==> src/rtl/core/tlws_ram.sv <==
// ============================================================================
// tlws_ram
// Generic single-port synchronous RAM with a registered read.
// ============================================================================
module tlws_ram #(
  parameter int WIDTH = 16,
  parameter int DEPTH = 16
) (
  input  logic                     clk,
  input  logic                     we,
  input  logic [$clog2(DEPTH)-1:0] addr,
  input  logic [WIDTH-1:0]         wdata,
  output logic [WIDTH-1:0]         rdata
);

  logic [WIDTH-1:0] mem [DEPTH];

  always_ff @(posedge clk) begin
    if (we) begin
      mem[addr] <= wdata;
    end
    rdata <= mem[addr];
  end

endmodule

==> config.mk <==
export PLATFORM = sky130hd
export DESIGN_NAME = tlws_ram
export DESIGN_NICKNAME = d
export VERILOG_FILES = /design/src/rtl/core/tlws_ram.sv
export SDC_FILE = /design/constraint.sdc
export NUM_CORES = 1
export LEC_CHECK = 0
export BUFFER_PORTS_ARGS = -buffer_cell sky130_fd_sc_hd__buf_4
export CAP_MARGIN = 20
export CORE_MARGIN = 2
export CORE_UTILIZATION = 50
export CTS_CLUSTER_SIZE = 16
export DETAILED_ROUTE_END_ITERATION = 10
export GPL_TIMING_DRIVEN = 0
export PLACE_DENSITY = 0.67
export SETUP_SLACK_MARGIN = 0.4
export SLEW_MARGIN = 5
export SYNTH_ARGS = -nofsm -noshare
export SYNTH_HDL_FRONTEND = slang
export SYNTH_SLANG_ARGS = --single-unit
==> constraint.sdc <==
create_clock -name clk -period 6.3 [get_ports clk]
set_input_delay 0.63 -clock clk [delete_from_list [all_inputs] [get_ports clk]]
set_output_delay 0.63 -clock clk [all_outputs]
set_load 0.05 [all_outputs]
==> reports/qor.csv <==
metric,value,unit
nets,539,
initial core utilization,0.5117,
Area Growth Syn to Fin,17.09,%
Combinational Power Share,0.064,
"top cells by area, synth","edfxtp_1, mux4_2, dfxtp_1",
switching pwr,0.7896,mW
status,"finished, final reports clean",
DR WL met3,1365,µm
Worst-Margin Slew,0.9823,ns
initial antenna violation count,0,
Max Buffers Root-to-Sink,3,
Highest Clock Rate,0.4322,GHz
vias in the first global route,4902,
largest net degree at the start of global routing,17,
DRC,0,
Crit. End Element,flop,
GP Congestion,0.7321,
total congestion overflow,0,
most frequent cell after synthesis,edfxtp_1,
Die ar.,21200,µm²
Die X,145.6,µm
Slew headroom,0.3416,
HP Class,in -> reg,
fin crit period,2.314,ns
Non-Filler Instances,804,
Port Buffer Count,35,
Worst setup SP type,input port,
filler instances,1401,
"setup slack, reg-to-reg",4.93,ns
Core ar.,19590,µm²
synthesized flop and latch total,272,
Netlist cell types,18,
Crit Path Category,in -> reg,
crit path DAT,2.54,ns
drt total wl,20280,µm
share of cells above drive strength 1,0.3265,
RR Endpoint,rdata[3]$_DFF_P_,
Inserted Diodes,0,
via count,4675,
Placed Area,10910,µm²
Final Instance Area,11740,µm²
"Avg Cell Area, Syn",23.10,µm²
yosys warns,0,
post-DP HPWL,13140,µm
post-DR vias/cell,5.815,
row count,51,
H-Tree Depth,1,
CTS resizes,0,
clock group share of total power,0.393,
Routed met1 length,8331,µm
RSZ-0062 raised after global routing,no,
Power Density,318.9,nW/µm²
Peak VDD IR,0.1958,mV
clk slew on worst S/H paths,0.06,ns
most instantiated cells after synthesis,"edfxtp_1, mux4_2, a22oi_1, nand2_1, dfxtp_1",
CP startpoint,addr[1],
Post-CTS Setup Inserts,0,
Worst Setup EP,mem[15][7]$_DFFE_PP_,
Worst Reg2Reg Path Length in Cells,3,
# IOs,38,
setup TNS,0,ns
Reg power frac,0.543,
Int Power,2.953,mW
placed cells,752,
DRT antenna net count,0,
Hold Fails Final Rpt,0,
TritonCTS clock tree,yes,
clock tree sinks,272,
# setup viols final,0,
Final Util,0.5991,
worst path required time,6.53,ns
Num CTS Buffers,28,
cts hold-fix bufs,0,
worst skew pair latency,0.52,ns
Pwr Total,3.743,mW
DRT iter0 DRCs,427,
post-synthesis instance area,10020,µm²
die height,145.6,µm
crit path max fanout,10,
total iterations of the first detailed-routing run,5,
wire per inst,25.23,µm
worst reg2reg startpoint,mem[11][3]$_DFFE_PP_,
syn nets,456,
"EDFF count, synth",256,
Total GRT Usage,0.1958,
Max-Cap Viols,0,
Max Used Layer,met4,
"Top FF cell, synth",edfxtp_1,
largest area contributor in the netlist,edfxtp_1,
"Seq/Total Area, Yosys",0.7989,
Post-synth ARST share,0,
Sw Ratio,0.2110,
met2 wire len,10060,µm
Pleak,3.794,nW
first-pass GRT wire length,30410,µm
Setup Skew,0.006913,ns
top-area cell type share of the netlist area,0.7669,
max-slew violations,0,
Mapped Cells,434,
Root Buffer Master,clkbuf_16,
hold path depth,1,
fin crit share,0.3672,
## worst min path at each step
| stage | from | end | slack, ns |
|---|---|---|---|
| global placement | mem[14][11]$_DFFE_PP_ | rdata[11]$_DFF_P_ | 0.66 |
| finish | wdata[10] | mem[8][10]$_DFFE_PP_ | 0.40 |
| floorplan | mem[14][0]$_DFFE_PP_ | rdata[0]$_DFF_P_ | 0.63 |
| detailed placement | mem[15][10]$_DFFE_PP_ | rdata[10]$_DFF_P_ | 0.67 |
| CTS | wdata[10] | mem[11][10]$_DFFE_PP_ | 0.38 |
| global route | wdata[10] | mem[11][10]$_DFFE_PP_ | 0.40 |
## placed cells by master (no fill, tap or decap), types with 12 or more instances in the layout
cell,n
edfxtp_1,256
mux4_2,62
buf_4,40
a22oi_1,32
clkbuf_16,29
clkbuf_1,22
nand2_1,17
dfxtp_1,16
buf_8,13
nor2_2,12
## worst max-delay path: stages
cell and delay (ns):
buf_2 0.20, clkbuf_1 0.51, nand2_1 0.31, nor2_2 0.64
buf_8 0.24
## sequential cells by signal, summed over array words and instances (netlist names)
name / count
rdata: 16
mem: 256
## layer usage
metal	vias to the layer above	track usage
li1	2007	-
met3	41	0.03417
met1	2456	0.2719
met2	171	0.3235
met5	-	0
met4	0	0.05931
## power groups by stage
| stage | combinational, mW | clock [mW] | sequential, mW |
|---|---|---|---|
| floorplan | 0.101 | 0 | 2.11 |
| global placement | 0.228 | 0 | 2.07 |
| detailed placement | 0.241 | 0 | 2.07 |
| CTS | 0.242 | 1.50 | 2.03 |
| global route | 0.254 | 1.57 | 2.04 |
| finish | 0.239 | 1.47 | 2.03 |
## per-stage QoR
stage	setup WS [ns]	hold slack (ns)
global placement	2.330	0.6619
floorplan	3.615	0.6349
global route	3.909	0.4001
detailed placement	3.440	0.6695
finish	3.986	0.3995
CTS	3.985	0.3808
## cell families (layout without fill, tap and decap cells)
family | count (synthesis) | in the layout | share of synthesized area
compound gates | 32 | 32 | 0.02397
buf+inv | 23 | 128 | 0.01336
flops | 272 | 272 | 0.7989
mux | 64 | 64 | 0.1446
simple gates | 43 | 43 | 0.01922
## cell type report
class / count / area (µm²) / area share
sequential: 272 / 8008 / 0.6823
clock inverter: 15 / 72.57 / 0.006183
multi-input combinational: 139 / 1932 / 0.1646
tap: 265 / 331.6 / 0.02825
timing repair buffer: 53 / 503.0 / 0.04286
clock buffer: 37 / 755.7 / 0.06439
buffer: 23 / 133.9 / 0.01141
No activity file was read; power rests on OpenSTA's default activity.
